<file path="src/rtl/core/assert_macros.svh">
// Assertion macros shared by the core RTL files.
// Depends on nothing; included by files that carry concurrent assertions.
`ifndef ASSERT_MACROS_SVH
`define ASSERT_MACROS_SVH

// Same-cycle implication, ignored while reset is asserted.
`define ASSERT_IMPL(lbl, clk, rst_n, ante, cons) \
    lbl: assert property (@(posedge clk) disable iff (!rst_n) (ante) |-> (cons)) \
        else $error("assertion failed: implication");

// Next-cycle implication, checked during reset as well.
`define ASSERT_NEXT(lbl, clk, ante, cons) \
    lbl: assert property (@(posedge clk) (ante) |=> (cons)) \
        else $error("assertion failed: next-cycle implication");

`endif

</file>
<file path="src/rtl/core/pn4d_pkg.sv">
// Package for the 4D Perlin noise core: widths, request types, gradient function.
// Depends on nothing; imported by every module of the core.
package pn4d_pkg;

    // Table and fraction geometry.
    localparam int TAB_BITS      = 8;
    localparam int TABLE_ENTRIES = 1 << TAB_BITS;
    localparam int FRAC_BITS     = 16;
    localparam int COORD_W       = 32;
    localparam int SCALE_W       = 24;
    localparam int OUT_W         = 19;
    localparam int PROD_W        = COORD_W + SCALE_W + 1;

    // Request type codes.
    localparam logic REQ_LOAD = 1'b0;
    localparam logic REQ_EVAL = 1'b1;

    // Queue between front and back.
    localparam int QDEPTH = 4;
    localparam int QPTR_W = $clog2(QDEPTH);

    // Fade datapath widths.
    localparam int A_W    = FRAC_BITS + 5;
    localparam int TA_W   = FRAC_BITS + 1 + A_W;
    localparam int B_W    = FRAC_BITS + 5;
    localparam int FADE_W = FRAC_BITS + 2;

    // Dot product and blend widths.
    localparam int D_W    = FRAC_BITS + 2;
    localparam int VAL_W  = FRAC_BITS + 5;
    localparam int DIFF_W = VAL_W + 1;
    localparam int LP_W   = FADE_W + DIFF_W;

    localparam logic signed [A_W-1:0] C15 = A_W'(15 * (1 << FRAC_BITS));
    localparam logic signed [B_W-1:0] C10 = B_W'(10 * (1 << FRAC_BITS));
    localparam logic signed [D_W-1:0] C1  = D_W'(1 << FRAC_BITS);

    // Output limits, Q2.16.
    localparam logic signed [OUT_W-1:0] OUT_MAX = {1'b0, {(OUT_W-1){1'b1}}};
    localparam logic signed [OUT_W-1:0] OUT_MIN = {1'b1, {(OUT_W-1){1'b0}}};

    // One request as it moves from the front to the back.
    typedef struct packed {
        logic                          is_eval;
        logic [7:0]                    idx;
        logic [7:0]                    tval;
        logic [3:0][COORD_W-1:0]       coord;
    } t_req;

    // Queue status seen by the front and the top level.
    typedef struct packed {
        logic full;
        logic empty;
    } t_qstat;

    // Gradient component k of gradient h: bits 4:3 pick the zero axis, and
    // bits 2:0 give the signs of the other three axes in order (set = -1).
    function automatic logic signed [1:0] grad_comp(input logic [4:0] h,
                                                    input logic [1:0] k);
        logic [1:0] z;
        logic [1:0] pos;
        logic       neg;
        z   = h[4:3];
        pos = (k < z) ? k : k - 2'd1;
        neg = h[2'd2 - pos];
        if (k == z) begin
            return 2'sd0;
        end
        return neg ? -2'sd1 : 2'sd1;
    endfunction

endpackage

</file>
<file path="src/rtl/core/pn4d_queue.sv">
// Short request queue between the front and back of the noise core.
// Depends on pn4d_pkg.
module pn4d_queue
    import pn4d_pkg::*;
(
    input  logic   i_clk,
    input  logic   i_rst_n,
    input  logic   i_push,
    input  t_req   i_req,
    input  logic   i_pop,
    output t_req   o_req,
    output t_qstat o_stat
);

    t_req              r_mem [QDEPTH];
    logic [QPTR_W-1:0] r_wr;
    logic [QPTR_W-1:0] r_rd;
    logic [QPTR_W:0]   r_count;
    logic              w_push;
    logic              w_pop;

    assign o_stat.full  = (r_count == (QPTR_W+1)'(QDEPTH));
    assign o_stat.empty = (r_count == '0);
    assign w_push       = i_push && !o_stat.full;
    assign w_pop        = i_pop && !o_stat.empty;
    assign o_req        = r_mem[r_rd];

    // Pointers and fill count.
    always_ff @(posedge i_clk) begin
        if (!i_rst_n) begin
            r_wr    <= '0;
            r_rd    <= '0;
            r_count <= '0;
        end else begin
            if (w_push) begin
                r_wr <= r_wr + 1'b1;
            end
            if (w_pop) begin
                r_rd <= r_rd + 1'b1;
            end
            if (w_push && !w_pop) begin
                r_count <= r_count + 1'b1;
            end else if (w_pop && !w_push) begin
                r_count <= r_count - 1'b1;
            end
        end
    end

    // Storage.
    always_ff @(posedge i_clk) begin
        if (w_push) begin
            r_mem[r_wr] <= i_req;
        end
    end

endmodule

</file>
<file path="config.mk">
export PLATFORM = sky130hd
export DESIGN_NAME = pn4d_queue
export DESIGN_NICKNAME = d
export VERILOG_FILES = /design/src/rtl/core/assert_macros.svh /design/src/rtl/core/pn4d_pkg.sv /design/src/rtl/core/pn4d_queue.sv
export SDC_FILE = /design/constraint.sdc
export NUM_CORES = 1
export LEC_CHECK = 0
export BUFFER_PORTS_ARGS = -buffer_cell sky130_fd_sc_hd__buf_2
export CAP_MARGIN = 20
export CELL_PAD_IN_SITES_DETAIL_PLACEMENT = 1
export CELL_PAD_IN_SITES_GLOBAL_PLACEMENT = 1
export CORE_AREA = 8 8 257 259
export DETAILED_ROUTE_END_ITERATION = 7
export DIE_AREA = 0 0 265 267
export PLACE_DENSITY_LB_ADDON = 0.1
export SYNTH_ARGS = -nofsm -noshare
export SYNTH_HDL_FRONTEND = slang
export SYNTH_SLANG_ARGS = --single-unit
export TNS_END_PERCENT = 10
</file>
<file path="constraint.sdc">
create_clock -name i_clk -period 6.4 [get_ports i_clk]
set_clock_uncertainty 0.1 [all_clocks]
set_input_delay 0.64 -clock i_clk [delete_from_list [all_inputs] [get_ports i_clk]]
set_output_delay 0.64 -clock i_clk [all_outputs]
set_load 0.02 [all_outputs]
</file>
# Yosys cells after proc, flatten, opt, wreduce, memory -nomap -nowiden
# Memories as Yosys holds them, arrays and structs flattened. A register that Yosys moved wholly into a read port is not among the register bits.
# Cells that the tools add are included.
# Widths: inputs -> output; s select.
# op_classes
n_addsub,4
eq_ne,1
mux,6
reduce_logical,10
# ops
cell,n
$mux 3,2
$add 2x1->2 const B,2
$logic_and 1x1->1,4
$logic_not 1->1,4
$mux 2,2
$add 3x1->3 const B,1
$eq 3x3->1 const B,1
$logic_not 3->1,1
$sub 3x1->3 const B,1
$mux 1,2
$reduce_bool 2->1,1
# word_totals
ff_bits,7
mem_bits_rw,580
out_inout_bits,147
wordCells,25
mem_count,1
# memory_table
memory,words,width,read_ports,rd_clocked_by_memory_dff,write_ports,line_no,rtl
r_mem,4,145,1,1,1,pn4d_queue.sv:15,t_req r_mem [QDEPTH];

# Depth between registers and ports, before layout
# Gate-level depths: netlist of the first run.
# depth
depth_word,7
depth_mapped,9
mapped_depth_nobuf,8

# Worst setup path after synthesis of the first run
# No wires, ideal clock.
# synth_timing
path_kind,in2reg
startpoint,input port i_push
endpoint,"memory r_mem[0][0] (netlist name), enable pin"
setup_ns,0.522
arrival_ns,4.349
required_time_ns,5.778
slack_ns,1.429
cell_stages,3
path_buffers,1
cell_sequence,nor2b_1 clkbuf_1 and2_1
# synth_via
elab_chain_len,3
# synth_lines
item,line_no,rtl
"start, declared",pn4d_queue.sv:8,"input logic i_push,"
$logic_and 1x1->1,pn4d_queue.sv:24,assign w_push = i_push && !o_stat.full;
via w_push,pn4d_queue.sv:19,logic w_push;
$mux 1,pn4d_queue.sv:51,if (w_push) begin
$mux 1 (implied by the code),pn4d_queue.sv:52,r_mem[r_wr] <= i_req;
"end, declared",pn4d_queue.sv:15,
# The timed path passes the listed nets, and every way through them passes these cells.

==> impl_metrics.tcl, run 1 <==
set metrics [dict create \
    vias 9522 \
    nets 1302 \
    clockRootBuffer "clkbuf_16" \
    ys_warn_count 0 \
    cts_tree "built" \
    path_clk_slew_ns 0.06 \
    drv_cap 0 \
    critPathMaxFanout 35 \
    ys.flop_type "edfxtp_1" \
    critical_path.max_stage_delay_ns 0.83 \
    grt_usage 0.133 \
    synth.most_common_cell "edfxtp_1" \
    period_share 0.564 \
    cp.buffers_inverters 2 \
    die_h_um 267 \
    cp-end-kind "output port" \
    worstPathRequired_ns 5.66 \
    placed_area_um2 23800 \
    fmax_mhz 277 \
    synth_edf_count 580 \
    final_cell_area_um2 25800 \
    yosys.area.top_type_share 0.815 \
    syn-num-nets 960 \
    clock_sinks 589 \
    outcome "completed" \
    grt_use_met3 0.0437 \
    dr.pass1.iters 4 \
    routed_wirelength_mm 47.4 \
    total_power_mw 11.1 \
    drive_gt1_frac 0.458 \
    setup_viol 0 \
    clk_latency_ns 0.58 \
    p_per_area_nw_per_um2 429 \
    row_count 92 \
    detail_route.iter0.violations 453 \
    cp_cell_sequence "buf_4 -> mux4_2 -> buf_2" \
    use_met2 0.218 \
    drc 0 \
    path_class "register to output port" \
    crit_family "flip-flops" \
    place.gp.congestion 0.675 \
    crit_slowest_cell "dfxtp_4" \
    dp_hpwl_mm 28.4 \
    netlist_area_um2 21400 \
    syn2layout_area_growth_pct 21.0 \
    worst_pin_slew_ns 1.03 \
    overflow 0 \
    synthesis.instances 805 \
    async_reset_ff_frac 0 \
    ir_drop_mv 0.216 \
    die_w_um 265 \
    cts_setup_buffers 0 \
    crit_arrival_ns 2.87 \
    synth_area_leaders "edfxtp_1 82%, mux4_2 15%, dfxtp_1 0.84%" \
    hp-class "input pin to register" \
    grt_pass1_vias 10600 \
    grt_pass1_wl_mm 70.5 \
    start_util 0.344 \
    dieArea_um2 70800 \
    core-area_um2 62200 \
    antenna_left 0 \
    cts_buffers 66 \
    ios 296 \
    yosysUniqueCellTypes 23 \
    cts_hold_buf 0 \
    synth_commonest_cells "580 x edfxtp_1, 145 x mux4_2, 16 x buf_2" \
    grt_util_met1 0.165 \
    nFillCells 5845 \
    htreeDepth 3 \
    ctsResizeCount 0 \
    antenna_found_initial 10 \
    rsz0062_at_grt "false" \
    worstSetupStartpointType "register" \
    viasPerCell 4.78 \
    syn_avg_cell_area_um2 26.5 \
    synth-seq-cells 589 \
    finalHoldViolCount 0 \
    grt.busiest_layer "met2" \
    yosysTopAreaCell "edfxtp_1" \
    min_period_ns 3.61 \
    yosysSeqAreaShare 0.824 \
    grt_max_degree 146 \
    setup_tns_ns 0 \
    p_leak_nw 8.53 \
    slew_violations 0 \
    slew_headroom 0.317 \
    wl_per_cell_um 23.8 \
    port_buffers 295 \
    clockBufferDepth 3 \
]
[cell type report]
class	count	area, µm²	area share
Sequential cell	589	17600	0.681
Timing Repair Buffer	308	1650	0.0638
Antenna cell	3	7.51	0.000290
Clock inverter	30	253	0.00978
Multi-Input combinational cell	179	3550	0.137
Clock buffer	82	1780	0.0687
Inverter	3	11.3	0.000436
Tap cell	799	1000	0.0387
[logic make-up after synthesis]
family	count (synthesis)	share of synthesized area
AO/OA/AOI/OAI	4	0.00135
multiplexers	148	0.154
flip-flops	589	0.824
XOR/XNOR	4	0.00164
adder cells (fa/ha/maj)	6	0.00387
AND/OR/NAND/NOR	17	0.00451
buffers and inverters	37	0.0106
[sequential cells by signal (all words and copies together), names as in the netlist, named ones only]
name and cells:
r_rd 2, r_count 3, r_mem 580, r_wr 2
[cells in the final DEF, fill, tap and decap left out, drive strengths merged, types with 2 or more instances in the layout]
cell / Yosys / routed
xnor2: 3 / 3
ha: 5 / 5
diode: 0 / 3
inv: 3 / 5
mux4: 145 / 145
and2: 8 / 8
nor2b: 2 / 2
clkinv: 0 / 23
clkbuf: 7 / 82
bufinv: 0 / 4
edfxtp: 580 / 580
mux2i: 3 / 3
buf: 27 / 308
nand2: 4 / 4
dfxtp: 9 / 9
[worst paths after layout]
path,start,endpoint,slack (ns),depth (start not counted)
max reg2reg,r_count[0],r_mem[0][57],3.61,5
min reg2reg,r_wr[0],r_wr[0],0.40,2
min,i_req[77],r_mem[0][77],0.17,1
max,register,o_req[129],2.79,3
[routing by layer]
layer,vias to the layer above,routed length [µm]
li1,4173,-
met1,5006,19700
met2,253,23200
met3,80,3360
met4,10,1050
met5,-,68
[per-stage QoR]
step	utilization	instances	setup WS (ns)	hold WS, ns
after floorplan	-	805	1.43	0.368
after global placement	0.383	1878	3.23	0.386
after detailed placement	0.383	1878	3.22	0.401
after CTS	0.416	1990	2.58	0.114
after global routing	0.416	1991	2.50	0.140
final	0.416	1993	2.79	0.172
[power by group]
group | total [mW] | internal (mW) | switching (mW)
registers | 4.85 | 4.69 | 0.165
clock network | 3.57 | 2.12 | 1.45
logic | 2.65 | 1.08 | 1.57
total | 11.1 | 7.89 | 3.19
No activity file was read; power rests on OpenSTA's default activity.
==> run 2, diff against run 1 <==
--- a/config.mk
+++ b/config.mk
@@ -5,13 +5,14 @@
 export SDC_FILE = /design/constraint.sdc
 export NUM_CORES = 1
 export LEC_CHECK = 0
+export ABC_AREA = 1
 export BUFFER_PORTS_ARGS = -buffer_cell sky130_fd_sc_hd__buf_2
 export CAP_MARGIN = 20
 export CELL_PAD_IN_SITES_DETAIL_PLACEMENT = 1
 export CELL_PAD_IN_SITES_GLOBAL_PLACEMENT = 1
-export CORE_AREA = 8 8 257 259
+export CORE_AREA = 8 8 259 261
 export DETAILED_ROUTE_END_ITERATION = 7
-export DIE_AREA = 0 0 265 267
+export DIE_AREA = 0 0 267 269
 export PLACE_DENSITY_LB_ADDON = 0.1
 export SYNTH_ARGS = -nofsm -noshare
 export SYNTH_HDL_FRONTEND = slang
==> constraint.sdc (replaced) <==
create_clock -name i_clk -period 3.1 [get_ports i_clk]
set_clock_uncertainty 0.1 [all_clocks]
set_input_delay 0.31 -clock i_clk [delete_from_list [all_inputs] [get_ports i_clk]]
set_output_delay 0.31 -clock i_clk [all_outputs]
set_load 0.02 [all_outputs]
==> run 2 against run 1 <==
Non-clock buffer count up 157. Cell count up 41%. Power up 110%. Clock power up 100%. Setup slack worse by 2.5 ns. Critical path depth up 1. Sequential power up 100%. Combinational power up 130%. Largest power group unchanged.
==> impl_metrics.tcl, run 2 <==
set metrics [dict create \
    post-place-ws_ns 0.817 \
    hold_start "i_req[29]" \
    synth_edf_count 580 \
    antenna_left 0 \
    min_period_ns 2.86 \
    viasPerCell 4.90 \
    period_share 0.921 \
    clock_sinks 589 \
    dp_hpwl_mm 33.2 \
    clk_latency_ns 0.57 \
    cp_cell_sequence "buf_4 -> o21ai_0 -> o22ai_1 -> buf_2" \
    worstPathRequired_ns 2.69 \
    outcome "completed" \
    synth.most_common_cell "edfxtp_1" \
    critPathMaxFanout 80 \
    synth-seq-cells 589 \
    holdWs_ns 0.364 \
    dieArea_um2 71800 \
    start_util 0.348 \
    die_h_um 269 \
    nFillCells 6366 \
    yosysSeqAreaShare 0.806 \
    critical_path.max_stage_delay_ns 0.66 \
    multi_input_area_um2 3740 \
    core-area_um2 62700 \
    setup_viol 0 \
    htreeDepth 3 \
    detail_route.iter0.violations 610 \
    syn_avg_cell_area_um2 14.8 \
    grt_max_degree 133 \
    yosysTopAreaCell "edfxtp_1" \
    async_reset_ff_frac 0 \
    netlist_area_um2 21800 \
    p_per_area_nw_per_um2 838 \
    rsz0062_at_grt "false" \
    drive_gt1_frac 0.213 \
    row_count 92 \
    crit_arrival_ns 2.45 \
    largest_reg_flops 580 \
    wl_per_cell_um 21.3 \
    rr_startpoint "r_count[1]" \
    cp-end-kind "output port" \
    final_cell_mix "580 x edfxtp_1, 299 x nor2_1, 295 x buf_2, 291 x o21ai_0, 148 x dlygate4sd3_1" \
    fin_ws_ns 0.244 \
    path_class "register to output port" \
    seq_area_um2 17600 \
    setup_tns_ns 0 \
    port_buffers 295 \
    ios 296 \
    min_path_cells 2 \
    fmax_mhz 350 \
    ys.flop_type "edfxtp_1" \
    syn-num-nets 1627 \
    drc 0 \
    worst-r2r-setup-slack_ns 1.10 \
    yosys.area.top_type_share 0.797 \
    worst_pin_slew_ns 0.860 \
    crit_slowest_cell "buf_4" \
    ir_drop_mv 0.446 \
    clockBufferDepth 3 \
    slew_headroom 0.427 \
    overflow 0 \
    grt_usage 0.162 \
    routed_wirelength_mm 59.6 \
    dr.pass1.iters 4 \
    place.gp.congestion 0.699 \
    grt_pass1_vias 14800 \
    syn2layout_area_growth_pct 27.3 \
    hp-class "input pin to register" \
    die_w_um 267 \
    nets 2066 \
    ys_warn_count 0 \
    reg_top3 "r_mem: 580 flops, r_count: 3 flops" \
    cts_buffers 67 \
    post-route-util 0.443 \
    r2r_cells 13 \
    holdPathEnd "r_mem[1][29]" \
    drv_cap 0 \
    synth_commonest_cells "580 x edfxtp_1, 304 x nor2_1, 291 x o21ai_0" \
    clockRootBuffer "clkbuf_16" \
    cts_tree "built" \
    slew_violations 0 \
    synth_area_leaders "edfxtp_1 80%, o21ai_0 6.7%, nor2_1 5.2%" \
    finalHoldViolCount 0 \
    top_register "r_mem" \
    r2r-end "r_count[2]" \
    synthesis.instances 1472 \
    final_common_cell "edfxtp_1" \
    grt_pass1_wl_mm 89.6 \
    path_clk_slew_ns 0.05 \
    vias 13700 \
    cts_setup_buffers 0 \
    antenna_found_initial 3 \
    p_leak_nw 9.69 \
    worstSetupStartpointType "register" \
    yosysUniqueCellTypes 18 \
]
run 2: routing by layer:
| layer | up-vias | GRT usage | routed length [µm] |
|---|---|---|---|
| li1 | 6445 | - | - |
| met1 | 6960 | 0.200 | 26100 |
| met2 | 239 | 0.280 | 29500 |
| met3 | 99 | 0.0388 | 2530 |
| met4 | 2 | 0.0493 | 1510 |
| met5 | - | 0 | 13 |
run 2: cell families after synthesis:
| kind of cell | count (synthesis) | share of synthesized area |
|---|---|---|
| DFF | 589 | 0.806 |
| xor gates and xnor gates | 1 | 0.000401 |
| AOI/OAI and AO/OA | 439 | 0.109 |
| buffers and inverters | 113 | 0.0253 |
| and+or+nand+nor | 324 | 0.0561 |
| adders and majority gates | 6 | 0.00378 |
run 2: worst max path at each step:
stage | to | slack, ns | cells past startpoint
after floorplan | r_mem[0][0] | -0.19 | 4
after global placement | o_req[47] | 0.84 | 4
after detailed placement | o_req[35] | 0.82 | 4
after CTS | o_req[35] | 0.17 | 4
after global routing | o_req[35] | 0.07 | 4
final | o_req[35] | 0.24 | 4
run 2: metrics by stage:
| step | power, mW | cells | instance area, µm² |
|---|---|---|---|
| after floorplan | 13.7 | 1472 | 21900 |
| after global placement | 16.1 | 2540 | 24300 |
| after detailed placement | 16.2 | 2540 | 24300 |
| after CTS | 23.8 | 2800 | 27800 |
| after global routing | 24.5 | 2801 | 27800 |
| final | 23.3 | 2803 | 27800 |
run 2: power by group:
group,switching [mW],internal [mW]
logic,4.35,1.73
clock network,3.08,4.24
registers,0.222,9.68
total,7.64,15.6
run 2: worst max-delay path, delay by kind of cell (launching register included):
family / cells / cell delay [ns]
AOI/OAI and AO/OA: 2 / 0.52
buffers and inverters: 2 / 0.89
DFF: 1 / 0.40
run 2: timing repair:
item	4_1_cts	5_1_grt
hold endpoints to repair	589	0
hold buffers	148	0
endpoints found under the setup margin	0	0
resized for setup	0	0
run 2: area by class of cell:
type                            instances  area share
Clock buffer                           83      0.0640
Sequential cell                       589       0.633
Timing Repair Buffer                  465       0.119
Antenna cell                            3    0.000270
Inverter                               18     0.00279
Clock inverter                         29     0.00832
Tap cell                              846      0.0381
Multi-Input combinational cell        770       0.134
